==> src/sv/assert_macros.svh <==
// assertion macros shared by the header detector modules
`ifndef ASSERT_MACROS_SVH
`define ASSERT_MACROS_SVH

// checked at every clock edge, held off while rst is high
`define AST_RST(lbl, prop) \
  lbl: assert property (@(posedge clk) disable iff (rst) prop) \
    else $error("assertion failed in %m");

// checked at every clock edge, reset included
`define AST_ALL(lbl, prop) \
  lbl: assert property (@(posedge clk) prop) \
    else $error("assertion failed in %m");

`endif

==> src/sv/macb_pkg.sv <==
// types, constants and crc function for the header detector
package macb_pkg;

  localparam logic [7:0]  HDR_LEN      = 8'd128;
  localparam logic [15:0] CRC_POLY     = 16'h1021;
  localparam logic [7:0]  VER_II       = 8'h81;
  localparam logic [7:0]  VER_III      = 8'h82;
  localparam logic [7:0]  NAME_MAX_LEN = 8'd63;
  localparam logic [7:0]  POS_NAME_LEN = 8'd1;
  localparam logic [7:0]  POS_ZERO_A   = 8'd74;
  localparam logic [7:0]  POS_ZERO_B   = 8'd82;
  localparam logic [7:0]  POS_WRITER   = 8'd122;
  localparam logic [7:0]  POS_READER   = 8'd123;
  localparam logic [7:0]  POS_CRC_HI   = 8'd124;
  localparam logic [7:0]  POS_CRC_LO   = 8'd125;
  localparam logic [31:0] MIN_FILE     = 32'd128;

  typedef struct packed {
    logic [7:0]  header_byte;
    logic        last_byte;
    logic [31:0] total_size;
  } item_t;

  // crc-16 xmodem, one byte msb first
  function automatic logic [15:0] crc_update(input logic [15:0] crc, input logic [7:0] b);
    logic [15:0] c;
    c = crc ^ {b, 8'h00};
    for (int k = 0; k < 8; k++) begin
      if (c[15]) begin
        c = {c[14:0], 1'b0} ^ CRC_POLY;
      end else begin
        c = {c[14:0], 1'b0};
      end
    end
    return c;
  endfunction

endpackage

==> src/sv/macb_in_reg.sv <==
// input register stage of the header detector
module macb_in_reg (
  input  logic           clk,
  input  logic           rst,
  input  logic           in_valid,
  input  macb_pkg::item_t in_item,
  input  logic           advance,
  output logic           in_stall,
  output logic           s1_valid,
  output macb_pkg::item_t s1_item
);

  logic load;
  logic s1_valid_next;

  assign in_stall = s1_valid && !advance;
  assign load     = in_valid && !in_stall;

  always_comb begin
    if (load) begin
      s1_valid_next = 1'b1;
    end else if (advance) begin
      s1_valid_next = 1'b0;
    end else begin
      s1_valid_next = s1_valid;
    end
  end

  always_ff @(posedge clk) begin
    if (rst) begin
      s1_valid <= 1'b0;
    end else begin
      s1_valid <= s1_valid_next;
    end
  end

  always_ff @(posedge clk) begin
    if (load) begin
      s1_item <= in_item;
    end
  end

endmodule

==> src/sv/macb_hdr_check.sv <==
// header field checks, crc tracking and byte position
`include "assert_macros.svh"

module macb_hdr_check (
  input  logic            clk,
  input  logic            rst,
  input  logic            advance,
  input  macb_pkg::item_t item,
  output logic            ok
);

  logic [7:0]  pos;
  logic [15:0] crc;
  logic        fields_valid;
  logic [7:0]  crc_high;

  logic [7:0]  pos_next;
  logic [15:0] crc_next;
  logic        fields_valid_next;
  logic [7:0]  crc_high_next;
  logic        in_hdr;
  logic        bad;
  logic [7:0]  b;
  logic        state_clear;

  assign b      = item.header_byte;
  assign in_hdr = !pos[7];

  always_comb begin
    bad = 1'b0;
    if (pos == 8'd0 && b != 8'd0) begin
      bad = 1'b1;
    end
    if (pos == macb_pkg::POS_NAME_LEN && (b == 8'd0 || b > macb_pkg::NAME_MAX_LEN)) begin
      bad = 1'b1;
    end
    if ((pos == macb_pkg::POS_ZERO_A || pos == macb_pkg::POS_ZERO_B) && b != 8'd0) begin
      bad = 1'b1;
    end
    if (pos == macb_pkg::POS_WRITER && b != macb_pkg::VER_II && b != macb_pkg::VER_III) begin
      bad = 1'b1;
    end
    if (pos == macb_pkg::POS_READER && b != macb_pkg::VER_II) begin
      bad = 1'b1;
    end
    if (pos == macb_pkg::POS_CRC_LO && crc != {crc_high, b}) begin
      bad = 1'b1;
    end
  end

  always_comb begin
    pos_next          = pos;
    crc_next          = crc;
    fields_valid_next = fields_valid;
    crc_high_next     = crc_high;
    if (in_hdr) begin
      pos_next = pos + 8'd1;
      if (pos < macb_pkg::POS_CRC_HI) begin
        crc_next = macb_pkg::crc_update(crc, b);
      end
      if (pos == macb_pkg::POS_CRC_HI) begin
        crc_high_next = b;
      end
      if (bad) begin
        fields_valid_next = 1'b0;
      end
    end
  end

  assign ok = fields_valid_next && pos_next[7] && (item.total_size > macb_pkg::MIN_FILE);

  always_ff @(posedge clk) begin
    if (rst) begin
      pos          <= 8'd0;
      crc          <= 16'd0;
      fields_valid <= 1'b1;
      crc_high     <= 8'd0;
    end else if (advance) begin
      if (item.last_byte) begin
        pos          <= 8'd0;
        crc          <= 16'd0;
        fields_valid <= 1'b1;
        crc_high     <= 8'd0;
      end else begin
        pos          <= pos_next;
        crc          <= crc_next;
        fields_valid <= fields_valid_next;
        crc_high     <= crc_high_next;
      end
    end
  end

  assign state_clear = (pos == 8'd0) && fields_valid && (crc == 16'd0);

  // position saturates at the header length
  `AST_ALL(a_pos_sat, pos[7] |-> (pos[6:0] == 7'd0))
  // a last byte leaves the state at its reset values
  `AST_RST(a_clear_on_last, (advance && item.last_byte) |=> state_clear)

endmodule

==> src/sv/macbinary_header_detect.sv <==
// top level of the macbinary ii/iii header detector
// Header bytes are taken one per cycle, back to back, through an input register;
// the field checks and the byte-wide crc-16 update sit between that register
// and the result register. A result is written to the result register when the
// byte marked last_byte leaves the input register, and waits there until taken;
// the input stalls only when a last byte is in the input register while an
// earlier result is still held.
// payload_offset is 128 when a complete, consistent header was seen and the
// file is larger than 128 bytes, otherwise 0. State clears after every result.
`include "assert_macros.svh"

module macbinary_header_detect (
  input  logic        clk,
  input  logic        rst,
  input  logic        in_valid,
  output logic        in_stall,
  input  logic [7:0]  header_byte,
  input  logic        last_byte,
  input  logic [31:0] total_size,
  output logic        out_valid,
  input  logic        out_stall,
  output logic        detected,
  output logic [7:0]  payload_offset
);

  macb_pkg::item_t in_item;
  macb_pkg::item_t s1_item;
  logic            s1_valid;
  logic            advance;
  logic            ok;
  logic            out_free;
  logic            out_valid_next;
  logic            offset_ok;

  assign in_item.header_byte = header_byte;
  assign in_item.last_byte   = last_byte;
  assign in_item.total_size  = total_size;

  assign out_free = !out_valid || !out_stall;
  assign advance  = s1_valid && (!s1_item.last_byte || out_free);

  macb_in_reg u_in_reg (
    .clk      (clk),
    .rst      (rst),
    .in_valid (in_valid),
    .in_item  (in_item),
    .advance  (advance),
    .in_stall (in_stall),
    .s1_valid (s1_valid),
    .s1_item  (s1_item)
  );

  macb_hdr_check u_hdr_check (
    .clk     (clk),
    .rst     (rst),
    .advance (advance),
    .item    (s1_item),
    .ok      (ok)
  );

  always_comb begin
    out_valid_next = out_valid && out_stall;
    if (advance && s1_item.last_byte) begin
      out_valid_next = 1'b1;
    end
  end

  always_ff @(posedge clk) begin
    if (rst) begin
      out_valid <= 1'b0;
    end else begin
      out_valid <= out_valid_next;
    end
  end

  always_ff @(posedge clk) begin
    if (advance && s1_item.last_byte) begin
      detected       <= ok;
      payload_offset <= ok ? macb_pkg::HDR_LEN : 8'd0;
    end
  end

  assign offset_ok = detected ? (payload_offset == macb_pkg::HDR_LEN) : (payload_offset == 8'd0);

  // input backpressure only comes from a held result
  `AST_RST(a_stall_cause, in_stall |-> (s1_valid && s1_item.last_byte && out_valid && out_stall))
  // offset always agrees with the detect flag
  `AST_RST(a_offset_match, out_valid |-> offset_ok)

endmodule
==> config.mk <==
export PLATFORM = sky130hd
export DESIGN_NAME = macbinary_header_detect
export DESIGN_NICKNAME = d
export VERILOG_FILES = /design/src/sv/macb_pkg.sv /design/src/sv/macb_in_reg.sv /design/src/sv/macb_hdr_check.sv /design/src/sv/macbinary_header_detect.sv
export VERILOG_INCLUDE_DIRS = /design/src /design/src/sv
export SDC_FILE = /design/constraint.sdc
export NUM_CORES = 1
export LEC_CHECK = 0
export ABC_AREA = 1
export BUFFER_PORTS_ARGS = -buffer_cell sky130_fd_sc_hd__buf_2
export CAP_MARGIN = 20
export CORE_UTILIZATION = 30
export CTS_CLUSTER_SIZE = 25
export DETAILED_ROUTE_END_ITERATION = 6
export PLACE_DENSITY = 0.43
export SLEW_MARGIN = 20
export SYNTH_ARGS = -nofsm -noshare
export SYNTH_HDL_FRONTEND = slang
export SYNTH_SLANG_ARGS = --single-unit
==> constraint.sdc <==
create_clock -name clk -period 7.4 [get_ports clk]
set_input_delay 1.11 -clock clk [delete_from_list [all_inputs] [get_ports clk]]
set_output_delay 1.11 -clock clk [all_outputs]
set_load 0.1 [all_outputs]
# Word level (Yosys, flattened, before mapping)
# Cells that the tools add are included.
totals:
  input_bits: 45
  output_inout_bits: 11
  reg_bits: 85
  elab_cells: 111
op_classes:
  n_mux: 43
  add_sub_neg: 1
  eq_ne: 11
  n_lt_le_gt_ge: 3
  reduce_logical: 32
  bitwise_logic: 9
ops:
  columns: ["op", "n"]
  rows:
  - ["$mux 16", 17]
  - ["$mux 13", 8]
  - ["$eq 8x7->1 const B", 6]
  - ["$mux 8", 6]
  - ["$gt 32x8->1 const B", 1]
  - ["$not 3->3", 8]
  - ["$logic_not 8->1", 2]
  - ["$ne 16x16->1", 1]
  - ["$ne 8x8->1 const B", 2]
  - ["$xor 16x16->16", 1]
  - ["$logic_and 1x1->1", 14]
  - ["$mux 1", 12]
  - ["$add 8x1->8 const B", 1]
  - ["$eq 8x1->1 const B", 1]
  - ["$gt 8x6->1 const B", 1]
  - ["$lt 8x7->1 const B", 1]
  - ["$reduce_bool 8->1", 1]
  - ["$reduce_and 3->1", 2]
  - ["$reduce_bool 2->1", 3]
  - ["$logic_not 1->1", 5]
  - ["$logic_or 1x1->1", 4]
  - ["$ne 2x2->1 const B", 1]
  - ["$reduce_and 2->1", 1]

# Longest topological paths before layout
# Gate-level depths: netlist (run 1).
depth:
  depth_word: 34
  ltp_mapped: 11
  mapped_depth_nobuf: 11

# Modules after synthesis
# Synthesis (run 1) repeated with hierarchy kept, for this count alone.
hier_totals:
  hier_cells: 453
  area_unflattened_um2: 3808.7
by_module_without_submodules:
  columns: ["mod", "instances", "seq_area_each_um2", "cells_each", "area_per_inst_um2"]
  rows:
  - ["macb_hdr_check", 1, 660.6, 383, 2372.3]
  - ["macb_in_reg", 1, 1251.2, 48, 1277.5]
  - ["macbinary_header_detect", 1, 50.0, 22, 158.9]

# Worst setup path before layout (run 1)
# No wires, ideal clock.
synth_path:
  path_kind: "input to register"
  startpoint: "in out_stall"
  endpoint: "reg u_in_reg.s1_item[0] (netlist name)"
  t_required_ps: 6961
  t_arrival_ps: 3564
  path_buffers: 0
  setup_ps: 439
  setup_slack_ps: 3396
  stages: 5
  path_cell_list: "nand2_1 -> inv_1 -> nand3_1 -> inv_1 -> nor2_1"
synth_via:
  elab_chain_cells: 8
synth_lines:
  columns: ["element", "line", "rtl"]
  rows:
  - ["start, declared", "macbinary_header_detect.sv:21", "input logic out_stall,"]
  - ["$logic_not 1->1", "macbinary_header_detect.sv:39", "assign out_free = !out_valid || !out_stall;"]
  - ["$logic_or 1x1->1", "macbinary_header_detect.sv:39", null]
  - ["$logic_or 1x1->1", "macbinary_header_detect.sv:40", "assign advance = s1_valid && (!s1_item.last_byte || out_free);"]
  - ["$logic_and 1x1->1", "macbinary_header_detect.sv:40", null]
  - ["$logic_not 1->1", "macb_in_reg.sv:16", "assign in_stall = s1_valid && !advance;"]
  - ["$logic_and 1x1->1", "macb_in_reg.sv:16", null]
  - ["via in_stall", "macbinary_header_detect.sv:16", "output logic in_stall,"]
  - ["$logic_not 1->1", "macb_in_reg.sv:17", "assign load = in_valid && !in_stall;"]
  - ["$logic_and 1x1->1", "macb_in_reg.sv:17", null]
  - ["via u_in_reg.load", "macb_in_reg.sv:13", "logic load;"]
# The timed path passes the listed nets, and every way through them passes these cells.
# A chain may end at the register's enable or synchronous reset.

# Worst setup path in the final report (run 1)
layout_path:
  startpoint: "in out_stall"
  endpoint: "out in_stall"
layout_via:
  elab_chain_cells: 6
layout_lines:
  columns: ["element", "line"]
  rows:
  - ["$logic_not 1->1", "macbinary_header_detect.sv:39"]
  - ["$logic_or 1x1->1", "macbinary_header_detect.sv:39"]
  - ["$logic_or 1x1->1", "macbinary_header_detect.sv:40"]
  - ["$logic_and 1x1->1", "macbinary_header_detect.sv:40"]
  - ["$logic_not 1->1", "macb_in_reg.sv:16"]
  - ["$logic_and 1x1->1", "macb_in_reg.sv:16"]
  - ["end, declared", "macbinary_header_detect.sv:16"]
# No other way between the ends.

==> results.md, run 1 <==
- The cell area reported after detailed placement is 0.00417 sq mm.
- Row generation in the floorplan step produced 40 rows.
- The fraction of power spent switching nets is 25.6%.
- The share of total power dissipated in combinational logic is 10.5%.
- The initial core utilization is 31.1%.
- The count of port buffers added during placement is 48.
- Internal power comes to 769 uW.
- For the final routed database, the setup TNS stands at 0 ns.
- The total of warnings raised by yosys is 0.
- On the final layout, the worst clock skew is 0.0118 ns.
- The initial antenna violation count is 1.
- The top cell type by area accounts for 33.4% of the synthesized area.
- The number of violations reported at the end of detailed-routing iteration 0 is 126.
- In this run the power spent charging and discharging nets is 264 uW.
- After synthesis, the netlist uses 36 different library cells.
- The power share of the clock group is 42.5%.
- The total via count after detailed routing is 2929.
- The worst setup slack after placement is 4.32 ns.
- In the post-synthesis netlist, the biggest area contributors are sky130_fd_sc_hd__edfxtp_1, sky130_fd_sc_hd__dfxtp_1, sky130_fd_sc_hd__nand2_1.
- The area growth from synthesis to layout is 18.7%.
- In the routed layout, each cell is associated on average with a via count of 4.28.
- The count of pins over their slew limit is 0.
- Along the worst hold path, the cell count comes to 2.
- The synthesized area per cell is 8.24 sq um.
- The hold buffer count at cts is 0.
- The commonest non-fill, non-tap cell in the layout is sky130_fd_sc_hd__nand2_1.
- At the end of the flow, the number of nets in the layout was 560.
- The register-to-register path setup slack is 5.55 ns.
- The number of buffers added for setup after CTS is 0.
- The number of antenna diodes in the final layout is 0.
- Total power for the finished layout comes to 1.03 mW.
- The weighted congestion at the end of routability-driven global placement is 0.785.
- The largest area contributor in the synthesized netlist is sky130_fd_sc_hd__edfxtp_1.
- The total placed cells including tap cells is 667.
- The flow ran to the end, and the final reports show no timing, DRC or antenna violations.
- In this run the deepest clock path goes through 2 buffers.
- Dividing total power by cell area gives a power density of 231 mW/mm^2.
- The critical path in this run is classified as in -> out.
- The first detailed-routing pass took 4 iterations.
- The number of ports placed on the die boundary is 56.
- The endpoint identified for the worst register-to-register timing path is u_hdr_check.crc[12].
- The die extent in x is 114 um.
- The critical path capture point type is an output pin.
- The number of cells on the worst reg-to-reg path is 9.
- The count of placed standard cells in the final layout, fillers left out is 684.
- The type of the tightest min-delay check is reg -> reg.
- The clock tree synthesis step divided the H-tree into 3 levels.
- The finished cells cover 0.00448 sq mm.
- The slack of the critical path is 4.31 ns.
- Per report_power, the sequential group accounts for 47.0% of the total.
- The tightest hold path in the finished design has a slack of 0.477 ns.
- The clock buffer count from CTS is 9.
- The routed wire length is 8.48 mm.
- The worst hold path terminates at u_hdr_check.crc_high[1].
- The worst setup path is launched from an input pin.
- The achievable clock frequency is 324 MHz.
- The utilization after layout is 37.0%.
- The post-synthesis instance total is 458.
- The leakage power summed over all cells is 1.91 nW.
- The library cells used most frequently in the layout, excluding fill and tap cells, are sky130_fd_sc_hd__nand2_1, sky130_fd_sc_hd__inv_1, sky130_fd_sc_hd__nor2_1, sky130_fd_sc_hd__buf_2, sky130_fd_sc_hd__edfxtp_1.
- Clock latency on the worst-skew pair, taken at its later pin, is 0.34 ns.
- The worst endpoint required time is 6.29 ns.
- In this run the most critical hold path is launched from u_hdr_check.crc_high[1].
- Setup violations remaining at the end of the flow were counted as 0.
- After clock tree synthesis, the repair step resized 0 gates.
- The y dimension of the die is 114 um.
- Global routing finished with a remaining overflow of 0.
- For this run, the total global-route usage over all layers was measured as 14.6%.
- The placeable core region is 0.0121 sq mm.
- Setup repair after global routing left no endpoint under its margin.
- Sequential elements use 52.0% of the synthesized area.
- The max-cap check violation count is 0.
- The worst register-to-register path begins at u_in_reg.s1_item[32].
- The total standard cell area after synthesis is 0.00377 sq mm.
- The peak fanout along the critical path is 2.
- Entering global routing, the biggest net connects 42 pins.
- The clock edge transition at the registers on the reported setup and hold paths is 0.06 ns.
- In the final routed layout, each cell accounts on average for 12.4 um.
- The wire length of the first global-routing pass is 14.3 mm.
- The floorplan step defined a die boundary enclosing 0.0130 sq mm.
- The number of global-route vias before repair was 3011.
- The post-detailed-route count of antenna-violating nets is 0.
- The HPWL after detailed placement is 6.16 mm.
- The total clock sinks is 77.
- The worst path needs 3.09 ns of the cycle, external delays included.
- The CTS tree is built.
- The count of state elements after synthesis is 77.
- The clock tree root buffer cell is sky130_fd_sc_hd__clkbuf_16.
- At the worst endpoint, the arrival time is 1.98 ns.
- The number of endpoints with negative hold slack in the final report came to 0.
- IR analysis of the VDD net gives a maximum drop of 0.000119 V.
- The share of cells above drive strength 1 is 16.1%.
- The detailed-route DRC error count is 0.
- The share of the clock period used by the worst path is 41.8%.
-- Yosys cell counts, drive strengths merged --
| library cell | n |
|---|---|
| buf | 11 |
| inv | 65 |
| nor2 | 53 |
| ha | 4 |
| clkbuf | 2 |
| a21oi | 30 |
| o21ai | 15 |
| conb | 1 |
| a31oi | 3 |
| nand3b | 1 |
| nand3 | 23 |
| or2 | 1 |
| clkinv | 1 |
| nor4 | 3 |
| xor2 | 6 |
| nand2 | 142 |
| nor3 | 7 |
| dfxtp | 35 |
| xnor2 | 10 |
| o21a | 1 |
| a211oi | 1 |
| edfxtp | 42 |
| nor3b | 1 |
-- per-layer routing --
metal  vias to the layer above  GRT usage (%)  wire (um)
li1                       1546              -          -
met1                      1298           17.5       3920
met2                        74           23.9       3900
met3                         9           4.92        522
met4                         2           6.23        121
met5                         -              0         13
-- how the worst max path moves through the flow --
stage / slack, ns / cells past startpoint / to / from
floorplan: 3.40 / 5 / u_in_reg.s1_item[0] / out_stall
global placement: 4.35 / 6 / in_stall / out_stall
detailed placement: 4.32 / 6 / in_stall / out_stall
CTS: 4.32 / 6 / in_stall / out_stall
global route: 4.27 / 6 / in_stall / out_stall
finish: 4.31 / 6 / in_stall / out_stall
-- registers in the layout, indices dropped and copies added (netlist names) --
register / flops
u_in_reg.s1_item: 41
u_hdr_check.fields_valid: 1
u_hdr_check.pos: 8
u_hdr_check.crc_high: 8
payload_offset: 1
out_valid: 1
u_hdr_check.crc: 16
u_in_reg.s1_valid: 1
-- cell families (layout without fill, tap and decap cells) --
logic type               count (synthesis)  in the layout  share of synthesized area (%)
other                                    1              7                         0.0994
flip-flops                              77             77                           52.0
buffers and inverters                   79            131                           8.99
AO/OA/AOI/OAI                           50             50                           7.56
AND/OR/NAND/NOR                        231            231                           26.1
adder cells (fa/ha/maj)                  4              4                           1.33
XOR/XNOR                                16             16                           3.91
-- final cells by class --
cell class | instances | area, sq um
Fill cell | 1314 | 7630
Sequential cell | 77 | 1960
Multi-Input combinational cell | 308 | 1500
Timing Repair Buffer | 49 | 260
Inverter | 66 | 251
Clock buffer | 11 | 233
Tap cell | 168 | 210
Clock inverter | 5 | 60.1
-- power groups by stage --
| stage | Clock (mW) | Combinational, mW | Sequential (mW) |
|---|---|---|---|
| global route | 0.469 | 0.123 | 0.488 |
| floorplan | 0 | 0.0812 | 0.492 |
| CTS | 0.453 | 0.109 | 0.486 |
| detailed placement | 0 | 0.108 | 0.495 |
| global placement | 0 | 0.109 | 0.495 |
| finish | 0.439 | 0.109 | 0.486 |
-- worst max-delay path: stages --
cell,delay [ns]
sky130_fd_sc_hd__buf_2,0.09
sky130_fd_sc_hd__nand2_1,0.04
sky130_fd_sc_hd__inv_1,0.08
sky130_fd_sc_hd__nand3_1,0.09
sky130_fd_sc_hd__inv_1,0.12
sky130_fd_sc_hd__buf_2,0.44
Power figures use the tool's default switching activity.
==> run 2, diff against run 1 <==
- ABC_AREA: 1 -> 0
- PLACE_DENSITY: 0.43 -> 0.44
- clock period: 7.4 -> 3.2 ns (I/O delays scaled with it)
==> run 2 against run 1 <==
Against the previous run:
- flip-flop and latch count did not move
- critical path depth fell by 1
- sequential power rose by 130%
- die area fell by 12%
- cell count fell by 31%
- sequential share of layout area rose by 7.0 points
- total power rose by 100%
- clock power rose by 68%
- via count fell by 26%
==> results.md, run 2 <==
- The flow ran to the end, and the final reports show no timing, DRC or antenna violations.
- The number of flip-flops under the largest register name is 41 (unchanged).
- Sorting the synthesized cells by how often they occur yields sky130_fd_sc_hd__edfxtp_1, sky130_fd_sc_hd__dfxtp_1, sky130_fd_sc_hd__nor2_1.
- The placeable core region came to 0.0105 sq mm (-13%).
- The number of ports placed on the die boundary is 56 (unchanged).
- The met3 usage in global routing is 3.83% (-1.1 points).
- The pin count of the biggest net entering global routing was 42 (unchanged).
- The count of pins over their slew limit came to 0 (unchanged).
- The fraction of met1 tracks used by global routing was 17.0% (-0.52 points).
- The number of distinct standard cells referenced by the synthesized netlist is 41 (+14%).
- The wire length per cell is 13.9 um (+12%).
- The first-pass detailed-route iteration total came to 4 (unchanged).
- The max-cap check violation count came to 0 (unchanged).
- The register with the most flip-flops in the final layout is u_in_reg.s1_item.
- The number of diodes added for antenna fixing was 0 (unchanged).
- The total die area is 0.0115 sq mm (-12%).
- The count of state elements after synthesis is 77 (unchanged).
- The total of warnings raised by yosys is 0 (unchanged).
- The leakage power summed over all cells was 1.46 nW (-24%).
- The final total power came to 2.07 mW (+100%).
- The slew at the pin closest to its max-slew limit is 0.739 ns.
- The weighted congestion at the end of routability-driven global placement is 0.722 (-8.1%).
- The hold buffer count at cts is 0 (unchanged).
- The biggest area contributor in the post-synthesis netlist is sky130_fd_sc_hd__edfxtp_1.
- The proportion of register bits with asynchronous set or reset after synthesis is 0% (unchanged).
- The commonest non-fill, non-tap cell in the layout is sky130_fd_sc_hd__buf_2.
- The number of gates resized after CTS came to 0 (unchanged).
- The layout overhead on the synthesized area is 16.6%.
- The synthesized area per cell is 11.7 sq um (+42%).
- The combined global-route utilization of all metal layers is 12.5% (-2.1 points).
- The total placed cells including tap cells is 457 (-31%).
- The die extent in x is 107 um (-6.2%).
- The worst-case clock skew came to 0.0103 ns (-0.00151 ns).
- The y dimension of the die was 107 um (-6.2%).
- Among all cell types in the netlist, the one instantiated most often is sky130_fd_sc_hd__edfxtp_1.
- The critical path is of the reg -> reg type.
- The number of enable flip-flop cells after synthesis is 42 (unchanged).
- TritonCTS built the clock tree.
- The total overflow reported by the global router is 0 (unchanged).
- The achievable clock frequency is 454 MHz.
- The number of violations reported at the end of detailed-routing iteration 0 is 112 (-11%).
- The count of placed standard cells in the final layout, fillers left out is 473 (-31%).
- In this run the most used layer during global routing was met2.
- The row count is 37 (-7.5%).
- The type of the tightest min-delay check is in -> reg.
- The worst path arrival time is 2.47 ns (+0.49 ns).
- The detailed-route DRC error count came to 0 (unchanged).
- The routed wire length is 6.58 mm (-22%).
- The sequential cell area fraction in the yosys report came to 59.3% (+7.3 points).
- The number of endpoints with negative hold slack in the final report is 0 (unchanged).
- The number of global-route vias before repair is 2062 (-32%).
- The maximum count of clock buffers along a single path is 2 (unchanged).
- The total via count after detailed routing is 2172 (-26%).
- The clock edge transition at the registers on the reported setup and hold paths was 0.08 ns (+0.02 ns).
- The final worst hold slack is 0.310 ns (-0.168 ns).
- The worst setup path is launched from a register.
- Setup repair after global routing left no endpoint under its margin.
- The initial core utilization came to 31.5% (+0.35 points).
- The final number of setup-violating endpoints is 0 (unchanged).
- The total clock sinks is 77 (unchanged).
- The HPWL after detailed placement is 4.70 mm (-24%).
- The maximum level of the CTS H-tree was 3 (unchanged).
- The fraction of post-synthesis cell area in the top cell type by area is 38.1% (+4.7 points).
- The post-detailed-route count of antenna-violating nets came to 0 (unchanged).
- The clock insertion delay at the later pin of the skew report is 0.34 ns (about the same).
- The largest registers in the layout are u_in_reg.s1_item (41), u_hdr_check.crc (16).
- The setup TNS is 0 ns (unchanged).
- The worst endpoint required time is 3.47 ns (-2.82 ns).
- The worst max-slew margin expressed relative to the limit is 50.6%.
- The wire length of the first global-routing pass was 10.7 mm (-25%).
- The number of nets at the end of the flow was 381 (-32%).
- The clock buffer count from CTS was 9 (unchanged).
- The share of the clock period used by the worst path is 68.8%.
- The worst setup path is captured at a register.
- The met2 capacity usage during global routing is 18.4% (-5.5 points).
- The number of buffers added for setup after CTS came to 0 (unchanged).
- The fill cell instance count of the final layout is 1042 (-21%).
- The clock tree root buffer cell is sky130_fd_sc_hd__clkbuf_8.
- The count of port buffers added during placement is 48 (unchanged).
- The maximum VDD drop is 0.000267 V (+120%).
- The total standard cell area after synthesis came to 0.00331 sq mm (-12%).
- The share of cells above drive strength 1 is 20.8% (+4.7 points).
- The post-synthesis instance total is 282 (-38%).
- The power density relative to cell area is 537 mW/mm^2 (+130%).
- The library cells used most frequently in the layout, excluding fill and tap cells, are sky130_fd_sc_hd__buf_2, sky130_fd_sc_hd__edfxtp_1, sky130_fd_sc_hd__dfxtp_1, sky130_fd_sc_hd__nor2_1, sky130_fd_sc_hd__xor2_1.
- By area the synthesized netlist is led by sky130_fd_sc_hd__edfxtp_1, sky130_fd_sc_hd__dfxtp_1, sky130_fd_sc_hd__xor2_1.
- The shortest period the worst path allows is 2.20 ns.
- The initial antenna violation count is 0 (-1).
- The flip-flop cell with the highest count after synthesis is sky130_fd_sc_hd__edfxtp_1.
- The via count normalized by instance count was 4.59 (+7.2%).
- The peak fanout along the critical path came to 18 (+16).
run 2: path summary, 6_finish.rpt:
path                   startpoint              endpoint  slack [ns]  depth (start not counted)
max          u_in_reg.s1_item[32]   u_hdr_check.crc[10]         1.0                          5
min                total_size[12]  u_in_reg.s1_item[12]        0.31                          1
max reg2reg  u_in_reg.s1_item[32]   u_hdr_check.crc[10]         1.0                          5
min reg2reg   u_hdr_check.crc[10]   u_hdr_check.crc[10]        0.49                          2
run 2: cell type report:
cell class | instances | area (sq um) | share of cell area (%)
clock inverter | 7 | 73.8 | 1.91
sequential | 77 | 1960 | 50.9
timing repair buffer | 49 | 248 | 6.42
clock buffer | 9 | 124 | 3.21
tap | 136 | 170 | 4.41
inverter | 6 | 22.5 | 0.584
multi-input combinational | 189 | 1260 | 32.6
run 2: report_power, final:
part           leakage, nW  internal [mW]  switching, mW  total, mW
Sequential           0.692           1.09         0.0324       1.12
Clock               0.0974          0.363          0.375      0.737
Combinational        0.672         0.0796          0.134      0.214
run 2: cells by family after synthesis:
family | count (synthesis) | synth area share, %
other | 1 | 0.113
DFF | 77 | 59.3
AOI/OAI and AO/OA | 45 | 9.75
buffers and inverters | 22 | 3.71
and+or+nand+nor | 90 | 14.3
xor gates and xnor gates | 43 | 11.4
adders and majority gates | 4 | 1.51
run 2: through the flow:
stage | area [sq um] | worst slack, ns | utilization (%)
finish | 3860 | 0.997 | 36.7
global route | 3860 | 0.789 | 36.7
CTS | 3860 | 0.975 | 36.7
detailed placement | 3660 | 1.00 | 34.8
global placement | 3660 | 1.00 | 34.8
floorplan | 3340 | 0.104 | -
run 2: critical path, cell delays in order (launching register included):
cell	delay [ns]
sky130_fd_sc_hd__edfxtp_1	0.55
sky130_fd_sc_hd__nand3_1	0.16
sky130_fd_sc_hd__nand3b_1	0.22
sky130_fd_sc_hd__o21a_1	0.46
sky130_fd_sc_hd__or4b_1	0.59
sky130_fd_sc_hd__a21oi_1	0.14
run 2: layer usage:
metal,vias to the layer above,part of all wire (%)
li1,1116,-
met1,983,49
met2,69,45
met3,4,5.0
met4,0,0.73
met5,-,0
==> run 3, diff against run 2 <==
- ABC_AREA: 0 -> 1
- PLACE_DENSITY: 0.44 -> 0.43
- clock period: 3.2 -> 2.3 ns (I/O delays scaled with it)
==> run 3 against run 2 <==
Against the previous run:
- cell area up 17%
- first-iteration DRC count up 21%
- combinational power up 63%
- clock power up 100%
- critical path depth unchanged
- clock skew down 0.0031 ns
- hold slack worse by 0.13 ns
- critical endpoint is now in_stall
- sequential power up 39%
- sequential share of layout area down 7.2 points
==> results.md, run 3 (synthesized netlist as in run 1, its figures left out) <==
- The HPWL after detailed placement is 6.39 mm (+36%).
- The total overflow reported by the global router was 0 (unchanged).
- The wire length of the first global-routing pass came to 14.4 mm (+34%).
- The maximum VDD drop is 0.000470 V (+76%).
- The number of diodes added for antenna fixing is 0 (unchanged).
- The reg-to-reg endpoint is u_hdr_check.crc[12].
- The clock insertion delay at the later pin of the skew report is 0.34 ns (about the same).
- The achievable clock frequency is 561 MHz.
- The number of gates resized after CTS is 0 (unchanged).
- The detailed-route DRC error count came to 0 (unchanged).
- The placeable core region is 0.0121 sq mm (+15%).
- The worst-case clock skew is 0.00715 ns (-0.00313 ns).
- The leakage power summed over all cells is 1.92 nW (+31%).
- The maximum level of the CTS H-tree was 3 (unchanged).
- The power density relative to cell area came to 752 mW/mm^2 (+40%).
- The number of global-route vias before repair came to 2965 (+44%).
- The worst max-slew margin expressed relative to the limit came to 65.9% (+15 points).
- The worst endpoint required time came to 1.96 ns (-1.51 ns).
- The initial core utilization was 31.1% (-0.35 points).
- The wire length per cell was 12.3 um (-12%).
- The y dimension of the die is 114 um (+6.6%).
- The worst setup path is of the reg -> out kind.
- The share of cells above drive strength 1 is 16.8% (-3.9 points).
- The max-cap check violation count is 0 (unchanged).
- The initial antenna violation count came to 0 (unchanged).
- The startpoint of the worst-slack reg-to-reg timing path is u_in_reg.s1_item[32].
- The area taken by flip-flops and latches is 0.00197 sq mm (+0.19%).
- The final number of setup-violating endpoints is 0 (unchanged).
- Leaving out fill and tap cells, the most frequent cells in the layout are sky130_fd_sc_hd__nand2_1, sky130_fd_sc_hd__inv_1, sky130_fd_sc_hd__nor2_1, sky130_fd_sc_hd__buf_2, sky130_fd_sc_hd__edfxtp_1.
- The routed length on met1 is 3.89 mm (+20%).
- The capture point of the critical path is in_stall.
- The utilization after layout was 37.2% (+0.50 points).
- The number of flip-flops under the largest register name is 41 (unchanged).
- The critical path capture point type is an output pin.
- The hold buffer count at cts is 0 (unchanged).
- The final critical path takes up 77.5% of the cycle.
- TritonCTS built the clock tree.
- Relative to the synthesized area, the layout overhead comes to 19.5%.
- The library cell used most frequently in the layout, excluding fill and tap cells, is sky130_fd_sc_hd__nand2_1.
- The routed wire length is 8.41 mm (+28%).
- The routed length on met3 is 521 um (+60%).
- The maximum cell stage delay along the critical path came to 0.43 ns (-0.16 ns).
- The clock edge transition at the registers on the reported setup and hold paths came to 0.06 ns (-0.02 ns).
- The worst hold path belongs to the class in -> reg.
- The die extent in x is 114 um (+6.6%).
- The number of ports placed on the die boundary came to 56 (unchanged).
- The post-detailed-route count of antenna-violating nets is 0 (unchanged).
- The count of pins over their slew limit was 0 (unchanged).
- The via count normalized by instance count is 4.30 (-6.4%).
- The total area of multi-input combinational cells came to 0.00151 sq mm (+20%).
- Counting flops per register, the top entry is u_in_reg.s1_item.
- The final instance area was 0.00451 sq mm (+17%).
- The count of port buffers added during placement is 48 (unchanged).
- The number of nets at the end of the flow came to 562 (+48%).
- The first-pass detailed-route iteration total is 4 (unchanged).
- The clock buffer count from CTS was 9 (unchanged).
- The register-to-register path setup slack was 0.59 ns (-0.41 ns).
- The number of buffers added for setup after CTS was 0 (unchanged).
- The cell with the largest stage delay on the worst path is sky130_fd_sc_hd__buf_2.
- The routed length on met2 came to 3.81 mm (+29%).
- The shortest period the worst path allows is 1.78 ns.
- The row count was 40 (+8.1%).
- The run finished with clean final reports.
- The uppermost metal layer occupied by signal nets is met4.
- Traced cell by cell, the critical path runs through nand2_1, inv_1, nand3_2, clkinvlp_4, buf_2.
- The maximum count of clock buffers along a single path is 2 (unchanged).
- The final worst hold slack came to 0.181 ns (-0.128 ns).
- In this run the most critical hold path is launched from total_size[24].
- The total die area was 0.0130 sq mm (+14%).
- The total via count after detailed routing is 2943 (+35%).
- The largest registers in the layout are u_in_reg.s1_item (41), u_hdr_check.crc (16).
- The slew at the pin closest to its max-slew limit was 0.508 ns (-0.231 ns).
- Setup repair after global routing left no endpoint under its margin.
- The weighted congestion at the end of routability-driven global placement is 0.783 (+8.5%).
- The worst path arrival time is 1.44 ns (-1.03 ns).
- The total clock sinks came to 77 (unchanged).
- The number of cells on the worst reg-to-reg path came to 9 (+4).
- The cell area reported after detailed placement is 0.00420 sq mm (+15%).
- The number of endpoints with negative hold slack in the final report is 0 (unchanged).
- The critical path starts at out_valid.
- The pin count of the biggest net entering global routing is 24 (-43%).
- The number of violations reported at the end of detailed-routing iteration 0 was 135 (+21%).
- The fill cell instance count of the final layout is 1286 (+23%).
- STA classifies the critical path startpoint as a register.
- The peak fanout along the critical path is 3 (-15).
- The clock tree root buffer cell is sky130_fd_sc_hd__clkbuf_16.
- The combined global-route utilization of all metal layers was 14.8% (+2.3 points).
run 3: cell count changes in the layout (fill, tap and decap cells not counted), moves of 10 or more:
| cell | previous run | this run |
|---|---|---|
| sky130_fd_sc_hd__nand3_1 | 5 | 21 |
| sky130_fd_sc_hd__nand2_1 | 12 | 138 |
| sky130_fd_sc_hd__a21oi_1 | 8 | 30 |
| sky130_fd_sc_hd__xor2_1 | 29 | 5 |
| sky130_fd_sc_hd__a22oi_1 | 18 | 0 |
| sky130_fd_sc_hd__o21ai_0 | 2 | 14 |
| sky130_fd_sc_hd__nor4_1 | 13 | 3 |
| sky130_fd_sc_hd__inv_1 | 6 | 59 |
| sky130_fd_sc_hd__nor2_1 | 31 | 49 |
run 3: per-stage QoR:
step	std cells	setup TNS (ns)	setup slack (ns)	total power, mW
2_1_floorplan	464	-0.243	-0.00593	1.84
3_3_place_gp	670	0	0.639	1.94
3_5_place_dp	670	0	0.585	1.94
4_1_cts	685	0	0.491	3.45
5_1_grt	685	0	0.351	3.55
6_report	685	0	0.519	3.39
run 3: worst max-delay path: cells and delay by family (launching register included):
kind / cells / cell delay (ns)
flip-flops: 1 / 0.35
buffers and inverters: 3 / 0.61
AND/OR/NAND/NOR: 2 / 0.14
run 3: cell type report:
type / instances / share of cell area (%)
multi-input combinational: 308 / 33.4
tap: 168 / 4.66
clock inverter: 4 / 1.64
clock buffer: 11 / 5.16
inverter: 66 / 5.66
timing repair buffer: 51 / 5.83
sequential: 77 / 43.6
run 3: worst min-delay path by stage:
stage | to | slack (ns) | cells after the start
2_1_floorplan | u_hdr_check.crc[15] | 0.41 | 1
3_3_place_gp | u_hdr_check.crc_high[0] | 0.46 | 2
3_5_place_dp | u_hdr_check.crc_high[4] | 0.47 | 2
4_1_cts | u_in_reg.s1_item[14] | 0.16 | 1
5_1_grt | u_in_reg.s1_item[28] | 0.16 | 1
6_report | u_in_reg.s1_item[24] | 0.18 | 1
run 3: per-layer routing:
metal  up-vias  GRT usage [%]
met4         0           7.53
met3        11           4.08
met5         -              0
li1       1543              -
met2        76           22.7
met1      1313           19.0
run 3: report_power, final:
| part | total (mW) | internal, mW | switching [mW] |
|---|---|---|---|
| clock network | 1.48 | 0.944 | 0.535 |
| logic | 0.348 | 0.112 | 0.236 |
| registers | 1.56 | 1.52 | 0.0457 |
